$ cat src/rtl/assert_macros.svh
// assertion helpers for the hash block
`ifndef ASSERT_MACROS_SVH
`define ASSERT_MACROS_SVH
// check that a condition implies a consequence on the same edge
`define ASSERT_IMPLY(label, clk, rst_n, cond, cons, msg) \
	label: assert property (@(posedge clk) disable iff (!rst_n) (cond) |-> (cons)) \
		else $error(msg);
// check that a condition implies a consequence on the next edge
`define ASSERT_NEXT(label, clk, rst_n, cond, cons, msg) \
	label: assert property (@(posedge clk) disable iff (!rst_n) (cond) |=> (cons)) \
		else $error(msg);
`endif

$ cat src/rtl/sha_pkg.sv
package sha_pkg;
	localparam int QueueDepth = 4;
	localparam int QueueAw = 2;

	typedef struct packed {
		logic [7:0] data_byte;
		logic       end_of_message;
	} byte_item_t;

	typedef struct packed {
		logic [31:0] digest_word;
		logic [2:0]  word_index;
		logic        last_word;
	} digest_item_t;

	typedef logic [31:0] word_t;

	function automatic word_t init_hash(input logic [2:0] i);
		case (i)
			3'd0: init_hash = 32'h6a09e667;
			3'd1: init_hash = 32'hbb67ae85;
			3'd2: init_hash = 32'h3c6ef372;
			3'd3: init_hash = 32'ha54ff53a;
			3'd4: init_hash = 32'h510e527f;
			3'd5: init_hash = 32'h9b05688c;
			3'd6: init_hash = 32'h1f83d9ab;
			default: init_hash = 32'h5be0cd19;
		endcase
	endfunction

	localparam word_t RoundK [64] = '{
		32'h428a2f98, 32'h71374491, 32'hb5c0fbcf, 32'he9b5dba5, 32'h3956c25b,
		32'h59f111f1, 32'h923f82a4, 32'hab1c5ed5, 32'hd807aa98, 32'h12835b01,
		32'h243185be, 32'h550c7dc3, 32'h72be5d74, 32'h80deb1fe, 32'h9bdc06a7,
		32'hc19bf174, 32'he49b69c1, 32'hefbe4786, 32'h0fc19dc6, 32'h240ca1cc,
		32'h2de92c6f, 32'h4a7484aa, 32'h5cb0a9dc, 32'h76f988da, 32'h983e5152,
		32'ha831c66d, 32'hb00327c8, 32'hbf597fc7, 32'hc6e00bf3, 32'hd5a79147,
		32'h06ca6351, 32'h14292967, 32'h27b70a85, 32'h2e1b2138, 32'h4d2c6dfc,
		32'h53380d13, 32'h650a7354, 32'h766a0abb, 32'h81c2c92e, 32'h92722c85,
		32'ha2bfe8a1, 32'ha81a664b, 32'hc24b8b70, 32'hc76c51a3, 32'hd192e819,
		32'hd6990624, 32'hf40e3585, 32'h106aa070, 32'h19a4c116, 32'h1e376c08,
		32'h2748774c, 32'h34b0bcb5, 32'h391c0cb3, 32'h4ed8aa4a, 32'h5b9cca4f,
		32'h682e6ff3, 32'h748f82ee, 32'h78a5636f, 32'h84c87814, 32'h8cc70208,
		32'h90befffa, 32'ha4506ceb, 32'hbef9a3f7, 32'hc67178f2};

	typedef enum logic [5:0] {
		ST_FILL  = 6'b000001,
		ST_PAD   = 6'b000010,
		ST_LEN   = 6'b000100,
		ST_ROUND = 6'b001000,
		ST_ADD   = 6'b010000,
		ST_OUT   = 6'b100000
	} back_state_t;
endpackage

$ cat src/rtl/sha_ifs.sv
interface sha_byte_if;
	logic                    valid;
	logic                    ready;
	sha_pkg::byte_item_t     payload;
	modport source(output valid, output payload, input ready);
	modport sink(input valid, input payload, output ready);
endinterface

interface sha_digest_if;
	logic                    valid;
	logic                    ready;
	sha_pkg::digest_item_t   payload;
	modport source(output valid, output payload, input ready);
	modport sink(input valid, input payload, output ready);
endinterface

$ cat src/rtl/sha256_stream_hash.sv
// sha-256 over a byte stream
// din: one message byte per transaction with an end_of_message flag; a message
//   has at least one byte
// dout: eight digest words, word_index 0 first, last_word on the eighth
// a small queue takes bytes while the core compresses, so the source stalls
//   only when the queue fills
// the core takes one byte a cycle while it fills a block; each full 64-byte
//   block then runs 64 rounds, one per cycle, plus one add
// after the final byte, padding and one or two compressions run before the
//   first digest word shows
// the digest words wait while dout.ready is low; nothing is lost
// reset loads the standard initial hash and empties the queue
// the next message may start right after the final byte
`include "assert_macros.svh"
module sha256_stream_hash (
	input  logic         clk,
	input  logic         arst_n,
	sha_byte_if.sink     din,
	sha_digest_if.source dout
);
	import sha_pkg::*;

	logic       q_full, q_empty, take;
	byte_item_t head;

	assign din.ready = !q_full;

	sha_queue u_queue (
		.clk(clk), .arst_n(arst_n),
		.push(din.valid), .push_item(din.payload), .full(q_full),
		.pop(take), .pop_item(head), .empty(q_empty)
	);

	sha_core u_core (
		.clk(clk), .arst_n(arst_n),
		.item_valid(!q_empty), .item(head), .item_take(take),
		.dout(dout)
	);

	`ASSERT_IMPLY(a_take_nonempty, clk, arst_n, take, !q_empty, "pop from empty queue")
	`ASSERT_NEXT(a_out_hold, clk, arst_n, dout.valid && !dout.ready, dout.valid, "digest dropped while stalled")
	`ASSERT_IMPLY(a_no_take_out, clk, arst_n, dout.valid, !take, "byte taken during output")
endmodule

$ cat src/rtl/sha_queue.sv
module sha_queue (
	input  logic               clk,
	input  logic               arst_n,
	input  logic               push,
	input  sha_pkg::byte_item_t push_item,
	output logic               full,
	input  logic               pop,
	output sha_pkg::byte_item_t pop_item,
	output logic               empty
);
	import sha_pkg::*;

	byte_item_t           mem_q [QueueDepth];
	logic [QueueAw-1:0]   wr_q, rd_q;
	logic [QueueAw:0]     cnt_q;

	assign full = cnt_q == QueueAw'(0) + (QueueAw+1)'(QueueDepth);
	assign empty = cnt_q == '0;
	assign pop_item = mem_q[rd_q];

	always_ff @(posedge clk) begin
		if (push && !full) mem_q[wr_q] <= push_item;
	end

	always_ff @(posedge clk or negedge arst_n) begin
		if (!arst_n) begin
			wr_q <= '0;
			rd_q <= '0;
			cnt_q <= '0;
		end else begin
			if (push && !full) wr_q <= wr_q + 1'b1;
			if (pop && !empty) rd_q <= rd_q + 1'b1;
			cnt_q <= cnt_q + (QueueAw+1)'(push && !full) - (QueueAw+1)'(pop && !empty);
		end
	end
endmodule

$ cat src/rtl/sha_core.sv
module sha_core (
	input  logic                clk,
	input  logic                arst_n,
	input  logic                item_valid,
	input  sha_pkg::byte_item_t item,
	output logic                item_take,
	sha_digest_if.source        dout
);
	import sha_pkg::*;

	back_state_t  state_q;
	word_t        blk_q [16];
	word_t        hash_q [8];
	word_t        v_q [8];
	logic [5:0]   fill_q;
	logic [60:0]  total_q;
	logic [5:0]   rnd_q;
	logic         final_q;   // padding byte 0x80 already written
	logic         second_q;  // length block still to do after this compression
	logic [2:0]   oidx_q;

	word_t s0, s1, w_new, w_cur, t1, t2, bs0, bs1, ch, maj;
	word_t        eom_word;
	logic [3:0]   wi;
	logic [1:0]   bi;
	logic [63:0]  bits;

	assign item_take = state_q == ST_FILL && item_valid;
	assign wi = fill_q[5:2];
	assign bi = fill_q[1:0];
	assign bits = {total_q, 3'b000};

	// final byte, then 0x80 where it fits, zeros below
	assign eom_word = (blk_q[wi] & ~(32'hffffffff >> (bi*8)))
		| ({item.data_byte, 8'h80, 16'h0000} >> (bi*8));

	// message schedule kept in the block buffer as a 16-word window
	always_comb begin
		s0 = {blk_q[1][6:0], blk_q[1][31:7]} ^ {blk_q[1][17:0], blk_q[1][31:18]}
			^ (blk_q[1] >> 3);
		s1 = {blk_q[14][16:0], blk_q[14][31:17]} ^ {blk_q[14][18:0], blk_q[14][31:19]}
			^ (blk_q[14] >> 10);
		w_new = blk_q[0] + s0 + blk_q[9] + s1;
		w_cur = blk_q[0];
		bs1 = {v_q[4][5:0], v_q[4][31:6]} ^ {v_q[4][10:0], v_q[4][31:11]}
			^ {v_q[4][24:0], v_q[4][31:25]};
		ch = (v_q[4] & v_q[5]) ^ (~v_q[4] & v_q[6]);
		t1 = v_q[7] + bs1 + ch + RoundK[rnd_q] + w_cur;
		bs0 = {v_q[0][1:0], v_q[0][31:2]} ^ {v_q[0][12:0], v_q[0][31:13]}
			^ {v_q[0][21:0], v_q[0][31:22]};
		maj = (v_q[0] & v_q[1]) ^ (v_q[0] & v_q[2]) ^ (v_q[1] & v_q[2]);
		t2 = bs0 + maj;
	end

	assign dout.valid = state_q == ST_OUT;
	assign dout.payload.digest_word = hash_q[oidx_q];
	assign dout.payload.word_index = oidx_q;
	assign dout.payload.last_word = oidx_q == 3'd7;

	always_ff @(posedge clk) begin
		case (state_q)
			ST_FILL: if (item_valid) begin
				if (item.end_of_message && fill_q != 6'd63)
					blk_q[wi] <= eom_word;
				else
					blk_q[wi][(3-bi)*8 +: 8] <= item.data_byte;
				if (fill_q == 6'd63 || (item.end_of_message && bi != 2'd3 && wi == 4'd15))
					for (int i = 0; i < 8; i++) v_q[i] <= hash_q[i];
			end
			ST_PAD: begin
				// fill from fill_q up with 0x80 then zeros, one word a step
				if (bi == 2'd0) blk_q[wi] <= final_q ? 32'h0 : 32'h80000000;
				else if (!final_q) blk_q[wi] <= blk_q[wi] & ~(32'hffffffff >> (bi*8));
				else blk_q[wi] <= blk_q[wi] & ~(32'hffffffff >> (bi*8));
				if (fill_q[5:2] == 4'd15 || (!second_q && fill_q[5:2] == 4'd13))
					for (int i = 0; i < 8; i++) v_q[i] <= hash_q[i];
			end
			ST_LEN: begin
				blk_q[14] <= bits[63:32];
				blk_q[15] <= bits[31:0];
				for (int i = 0; i < 8; i++) v_q[i] <= hash_q[i];
			end
			ST_ROUND: begin
				for (int i = 0; i < 15; i++) blk_q[i] <= blk_q[i+1];
				blk_q[15] <= w_new;
				v_q[7] <= v_q[6];
				v_q[6] <= v_q[5];
				v_q[5] <= v_q[4];
				v_q[4] <= v_q[3] + t1;
				v_q[3] <= v_q[2];
				v_q[2] <= v_q[1];
				v_q[1] <= v_q[0];
				v_q[0] <= t1 + t2;
			end
			default: ;
		endcase
	end

	always_ff @(posedge clk or negedge arst_n) begin
		if (!arst_n) begin
			state_q <= ST_FILL;
			fill_q <= '0;
			total_q <= '0;
			rnd_q <= '0;
			final_q <= 1'b0;
			second_q <= 1'b0;
			oidx_q <= '0;
			for (int i = 0; i < 8; i++) hash_q[i] <= init_hash(3'(i));
		end else begin
			case (state_q)
				ST_FILL: if (item_valid) begin
					fill_q <= fill_q + 6'd1;
					total_q <= total_q + 61'd1;
					rnd_q <= '0;
					if (fill_q == 6'd63) begin
						final_q <= 1'b0;
						second_q <= item.end_of_message;
						state_q <= ST_ROUND;
					end else if (item.end_of_message) begin
						// 0x80 already placed when it fits in this word
						final_q <= bi != 2'd3;
						second_q <= fill_q >= 6'd55;
						fill_q <= (bi == 2'd3) ? fill_q + 6'd1 : {fill_q[5:2] + 4'd1, 2'b00};
						if (bi == 2'd3) state_q <= ST_PAD;
						else if (fill_q[5:2] == 4'd15) state_q <= ST_ROUND;
						else if (fill_q[5:2] == 4'd13) state_q <= ST_LEN;
						else state_q <= ST_PAD;
					end
				end
				ST_PAD: begin
					// final_q marks that 0x80 was already written
					final_q <= 1'b1;
					fill_q <= {fill_q[5:2] + 4'd1, 2'b00};
					if (fill_q[5:2] == 4'd15) begin
						state_q <= ST_ROUND;
					end else if (!second_q && fill_q[5:2] == 4'd13) begin
						state_q <= ST_LEN;
					end
				end
				ST_LEN: begin
					second_q <= 1'b0;
					final_q <= 1'b1;
					fill_q <= 6'd1; // marks the length block
					state_q <= ST_ROUND;
				end
				ST_ROUND: begin
					rnd_q <= rnd_q + 6'd1;
					if (rnd_q == 6'd63) state_q <= ST_ADD;
				end
				ST_ADD: begin
					for (int i = 0; i < 8; i++) hash_q[i] <= hash_q[i] + v_q[i];
					if (second_q) begin
						// padding continues into a fresh block
						fill_q <= '0;
						second_q <= 1'b0;
						state_q <= ST_PAD;
					end else if (final_q && fill_q == 6'd1) begin
						oidx_q <= '0;
						state_q <= ST_OUT;
					end else begin
						fill_q <= '0;
						final_q <= 1'b0;
						state_q <= ST_FILL;
					end
				end
				ST_OUT: if (dout.ready) begin
					oidx_q <= oidx_q + 3'd1;
					if (oidx_q == 3'd7) begin
						for (int i = 0; i < 8; i++) hash_q[i] <= init_hash(3'(i));
						fill_q <= '0;
						total_q <= '0;
						final_q <= 1'b0;
						state_q <= ST_FILL;
					end
				end
				default: state_q <= ST_FILL;
			endcase
		end
	end
endmodule
$ cat src/flat_wrapper.sv
// flat-port wrapper written by rule: the top's interface ports become plain ports
module sha256_stream_hash_flat import sha_pkg::*;
  (clk, arst_n, din_valid, din_payload, din_ready, dout_valid, dout_payload, dout_ready);
  sha_byte_if din_i ();
  sha_digest_if dout_i ();
  input  logic clk;
  input  logic arst_n;
  input wire logic [$bits(din_i.valid)-1:0] din_valid;
  input wire logic [$bits(din_i.payload)-1:0] din_payload;
  output wire logic [$bits(din_i.ready)-1:0] din_ready;
  output wire logic [$bits(dout_i.valid)-1:0] dout_valid;
  output wire logic [$bits(dout_i.payload)-1:0] dout_payload;
  input wire logic [$bits(dout_i.ready)-1:0] dout_ready;
  assign din_i.valid = din_valid;
  assign din_i.payload = din_payload;
  assign din_ready = din_i.ready;
  assign dout_valid = dout_i.valid;
  assign dout_payload = dout_i.payload;
  assign dout_i.ready = dout_ready;
  sha256_stream_hash u_core (.clk(clk), .arst_n(arst_n), .din(din_i), .dout(dout_i));
endmodule
$ cat config.mk
export PLATFORM = sky130hd
export DESIGN_NAME = sha256_stream_hash_flat
export DESIGN_NICKNAME = d
export VERILOG_FILES = /design/src/rtl/sha_pkg.sv /design/src/rtl/sha_ifs.sv /design/src/rtl/sha256_stream_hash.sv /design/src/rtl/sha_queue.sv /design/src/rtl/sha_core.sv /design/src/flat_wrapper.sv
export VERILOG_INCLUDE_DIRS = /design/src /design/src/rtl
export SDC_FILE = /design/constraint.sdc
export NUM_CORES = 2
export LEC_CHECK = 0
export BUFFER_PORTS_ARGS = -buffer_cell sky130_fd_sc_hd__buf_4
export CORE_AREA = 4 4 451 453
export CTS_CLUSTER_SIZE = 12
export DETAILED_ROUTE_END_ITERATION = 8
export DIE_AREA = 0 0 455 457
export PLACE_DENSITY = 0.57
export SYNTH_ARGS = -nofsm -noshare
export SYNTH_HDL_FRONTEND = slang
export SYNTH_SLANG_ARGS = --single-unit
$ cat constraint.sdc
create_clock -name clk -period 8.7 [get_ports clk]
set_input_delay 1.74 -clock clk [delete_from_list [all_inputs] [get_ports clk]]
set_output_delay 1.74 -clock clk [all_outputs]
set_load 0.02 [all_outputs]
After elaboration in Yosys (flattened, before gate mapping). Memories as Yosys holds them, arrays and structs flattened. Index checks and enable logic that the tools add are counted.

RAM bits: 804. Bits in registers: 347. Memories: 4. Output and inout bits: 38. Memory bits (read-only): 2048. Logic and storage cells: 535.

Memories: (no name shown) (depth 64, width 32, read ports 1, clocked after memory_dff 0, wr ports 0, RTL line sha_core.sv:48) `t1 = v_q[7] + bs1 + ch + RoundK[rnd_q] + w_cur;`; u_core.u_core.blk_q (depth 16, width 32, read ports 17, clocked after memory_dff 0, wr ports 16, RTL line sha_core.sv:12) `word_t blk_q [16];`; u_core.u_core.v_q (depth 8, width 32, read ports 8, clocked after memory_dff 0, wr ports 8, RTL line sha_core.sv:14) `word_t v_q [8];`; u_core.u_queue.mem_q (depth 4, width 9, read ports 1, clocked after memory_dff 0, wr ports 1, RTL line sha_queue.sv:13) `byte_item_t mem_q [QueueDepth];`.

Bitwise logic cells: 176. Reductions and logical operators: 32. Multiplexer cells: 243. Shift-type cells: 4. $lt $le $gt $ge: 3. $add $sub $neg: 29. Eq/ne operators: 26.

Operator list (number): 32-bit two-way mux (34); 32-bit adder (18); 256-bit two-way mux (2); 256-bit one-hot mux with 2 select lines (1); 32-bit XOR (9); 32-bit AND (6); 61-bit two-way mux (3); 1-bit two-way mux (169); 1-bit bitwise OR (154); 61-bit one-hot mux with 2 select lines (1); 6-bit two-way mux (19); 32-bit binary-select mux with 3-bit select (1); 32-bit NOT (2); 61-bit by 1-bit adder with 61-bit output, second input constant (1); 6-bit one-hot mux with 6 select lines (1); 32-bit negation with 34-bit output (1); 8-bit by 34-bit variable shift with 32-bit output, first input constant (1); 8-bit by 34-bit indexed part select with 32-bit output (1); 32-bit bitwise OR (1); 32-bit OR reduction (1); 32-bit by 5-bit >> shifter with 32-bit output (1); 32-bit by 5-bit >> shifter with 32-bit output, first input constant (1); 32-bit by 22-bit XOR with 32-bit output (1); 32-bit by 29-bit XOR with 32-bit output (1); 48 further kinds (83).

Logic depth before layout (Yosys ltp).
Word-level depth: 11. Mapped depth: 37. Depth with buffers taken out: 35.

Modules after synthesis. A second synthesis with hierarchy kept.

Cells, all modules: 7918. Area, all modules: 79941.7 µm².

Modules (own cells, without submodules): sha_core (cells each 7828, area an instance 78165.0 µm², times used 1); sha_queue (cells each 88, area an instance 1769.2 µm², times used 1); sha256_stream_hash (cells each 2, area an instance 7.5 µm², times used 1).

Least setup slack after synthesis. No wires, ideal clock.

Kind: register to register. Start point: reg u_core.u_core.rnd_q[2]. End point: mem u_core.u_core.v_q[0][30] in the netlist's numbering (data pin). Arrival time: 7792 ps. Buffers on the path: 3. Cell stages (with the launch flop): 36. Clock period less this slack: 8059 ps. Library setup time: 267 ps. Slack: 641 ps. Required time: 8433 ps. Cell sequence: dfrtp_1 clkbuf_1 inv_1 clkbuf_1 clkbuf_1 ha_1 nor2_1 o21ai_0 o31a_1 o21ai_0 nand3_1 fa_1 inv_1 fa_1 inv_1 ha_1 a2111o_1 o21bai_1 a41o_1 a21oi_1 nor2_1 a21o_1 a21oi_1 xnor2_1 fa_1 ha_1 and3_1 a221o_1 a21o_1 a21oi_1 o21a_1 o21ai_0 o41a_1 a31oi_1 xor2_1 o21ai_0.

RTL lines: from (decl) (RTL line sha_core.sv:17) `logic [5:0] rnd_q;`; from (signal assigned) (RTL line sha_core.sv:147) `rnd_q <= rnd_q + 6'd1;`; to (decl) (RTL line sha_core.sv:14).

==> results.yml <==
yosys:
  synth_seq_cells: 1151
  synth_cell_types: 92
  synth_area_per_cell_sq_um: 10.3
  synth_seq_area_share_pct: 41.6
  synth_ff_type: "edfxtp_1"
  synthArstFlopShare_pct: 30.1
  synth_nets: 8337
  synth_edf_count: 804
  yosysWarnings: 0
  netlist_area_sq_um: 79300
  syn_inst: 7718
status:
  status: "finished, final reports clean"
worst_setup_path:
  critPathKind: "flip-flop to flip-flop"
  crit_required_ps: 9240
  worstPathMaxFanout: 8
  critPathCaptureType: "flip-flop"
  arrival_ps: 8820
  start_kind: "flip-flop"
  r2r_start: "u_core.u_core.rnd_q[0]"
  critPathMaxStageDelay_ps: 560
  crit_slowest_cell: "fa_1"
  crit_start: "u_core.u_core.rnd_q[0]"
  path_common_cell: "o21ai_0"
  rrSetupSlack_ps: 420
clock_network:
  h-tree-depth: 4
  cts_tree: "done"
  worstSkewPairLatency_ps: 820
  ctsHoldBuffers: 0
  post_cts_buffers: 0
  cts_inserted_buffers: 139
  cts_num_sinks: 1151
  cts.path.max_buffers: 3
  cts.clk_slew.worst_paths_ps: 60
  cts_root_buf: "clkbuf_16"
sta:
  final-hold-violation-count: 0
  maxSlewViolCount: 0
  fmax_ghz: 0.121
  final.period_utilization_pct: 95.2
  rsz0062_at_grt: "no"
  setup_viol: 0
  slew_headroom_pct: 11.2
  fin_tns_setup_ps: 0
  finClkSkew_ps: 31.7
  finalCriticalPeriod_ps: 8280
  tightestPinTransition_ps: 1320
finish:
  drive_above_1_share_pct: 12.1
  layout_commonest_cell: "nand2_1"
  mostFrequentLayoutCells: "nand2_1, edfxtp_1, a21oi_1"
  fin_nets: 8310
  n_fill_cell: 18900
  area_growth_pct: 10.5
placed_design:
  gp_congestion: 0.983
  port_buffers: 50
  hpwl_um: 213000
route:
  wire_per_inst_um: 27.3
  totalWireLength_um: 286000
  drt-vias-per-instance: 5.93
  first_pass_iters: 6
  first_iter_violations: 5841
  drc: 0
  dr_total_vias: 62000
  antenna_left: 0
hold_path:
  worstHoldStart: "u_core.u_core.blk_q[5][2]"
  hold_path.class: "flip-flop to flip-flop"
floorplan:
  die_h_um: 457
  design.core.area_sq_um: 199000
  dieArea_sq_um: 208000
  rows: 164
  die_w_um: 455
  ioPinCount: 51
  start_util_pct: 39.8
global_routing:
  track_usage_pct: 27.1
  grt_pass1_vias: 60700
  grt_pass1_wl_um: 419000
  grt_max_degree: 197
  grt_overflow: 0
  antenna_found_initial: 6
flow_run:
  cap_violations: 0
synthesized netlist by cell type, drive strengths merged, types with 15 or more instances:
cell type,count,share of area (%)
and3,54,0.43
or3,56,0.44
nor2,425,2.0
nor3b,16,0.15
a21oi,521,3.3
nand4,25,0.20
a221o,36,0.45
o211ai,42,0.40
buf,69,0.36
a22oi,26,0.25
o21bai,41,0.39
a311oi,15,0.17
clkbuf,377,1.8
dfstp,137,4.5
xor2,207,2.3
mux2i,25,0.32
mux4,201,5.7
o22a,15,0.17
nand3,108,0.69
a211o,18,0.20
xnor2,399,4.4
maj3,30,0.38
inv,279,1.3
nor3,84,0.55
nand2,1122,5.3
a31oi,67,0.53
nor2b,55,0.43
nand2b,71,0.56
ha,410,6.5
a21boi,15,0.14
dfrtp,210,6.6
fa,196,4.9
a211oi,45,0.43
mux2,57,0.81
o21a,324,3.1
o31ai,37,0.35
and2,32,0.26
or2,25,0.20
o21ai,520,3.3
edfxtp,804,30
a21o,316,3.0
worst max-delay path: cells and delay by family (launching register included):
family	cells	cell delay [ps]
compound gates	14	2490
mux	1	540
fa+ha+maj	6	2650
xor+xnor	2	380
flops	1	350
buf+inv	4	430
simple gates	6	1140
registers in the layout, summed over array words and instances (netlist names):
register,flops
u_core.u_core.oidx_q,3
u_core.u_queue.wr_q,2
u_core.u_core.hash_q,256
u_core.u_core.rnd_q,6
u_core.u_core.v_q,256
u_core.u_core.fill_q,6
u_core.u_core.state_q,6
u_core.u_queue.rd_q,2
u_core.u_core.total_q,61
u_core.u_core.final_q,1
u_core.u_queue.cnt_q,3
u_core.u_queue.mem_q,36
u_core.u_core.second_q,1
u_core.u_core.blk_q,512
kinds of logic after synthesis:
kind of cell | after synthesis | share of synthesized area [%]
adders and majority gates | 636 | 11.8
xor gates and xnor gates | 607 | 6.72
and+or+nand+nor | 2132 | 11.8
AOI/OAI and AO/OA | 2183 | 17.7
DFF | 1151 | 41.6
buffers and inverters | 726 | 3.47
muxes | 283 | 6.83
cell type report:
| type | instances | area (sq um) | area share (%) |
|---|---|---|---|
| Timing Repair Buffer | 278 | 2190 | 2.50 |
| Inverter | 280 | 1050 | 1.20 |
| Clock inverter | 63 | 519 | 0.593 |
| Sequential cell | 1151 | 33000 | 37.7 |
| Antenna cell | 6 | 15.0 | 0.0171 |
| Tap cell | 2656 | 3320 | 3.79 |
| Multi-Input combinational cell | 5841 | 43700 | 49.9 |
| Clock buffer | 190 | 3810 | 4.35 |
routing by layer:
metal | share of wire (%) | vias up | global-route usage (%)
li1 | - | 28000 | -
met1 | 41 | 31300 | 35.5
met2 | 47 | 2224 | 44.1
met3 | 6.2 | 543 | 4.19
met4 | 5.4 | 8 | 12.4
met5 | 0.020 | - | 0
stage by stage:
stage	cells	instance area [sq um]	worst slack (ps)	hold WS (ps)	utilization (%)
global placement	10200	83200	328	486	41.8
CTS	10500	87600	251	500	43.9
detailed placement	10200	83200	303	489	41.8
floorplan	7718	79300	641	468	-
global route	10500	87600	13.9	521	44.0
finish	10500	87600	417	500	44.0
final timing paths:
path	end	cells past startpoint
setup reg to reg	u_core.u_core.v_q[0][30]	33
setup / recovery	u_core.u_core.v_q[0][30]	33
hold / removal	u_core.u_core.blk_q[4][2]	1
max in group asynchronous	u_core.u_core.hash_q[205]	3
hold reg to reg	u_core.u_core.blk_q[4][2]	1
min in group asynchronous	u_core.u_core.hash_q[5]	1
what timing repair did:
item / 4_1_cts / 5_1_grt
hold endpoints to repair: 0 / 0
gates resized for setup: 0 / 16
setup endpoints to repair: 0 / 7
Power is not shown: default switching activity piles up to over one toggle a cycle in this logic, so the estimate is an artifact.
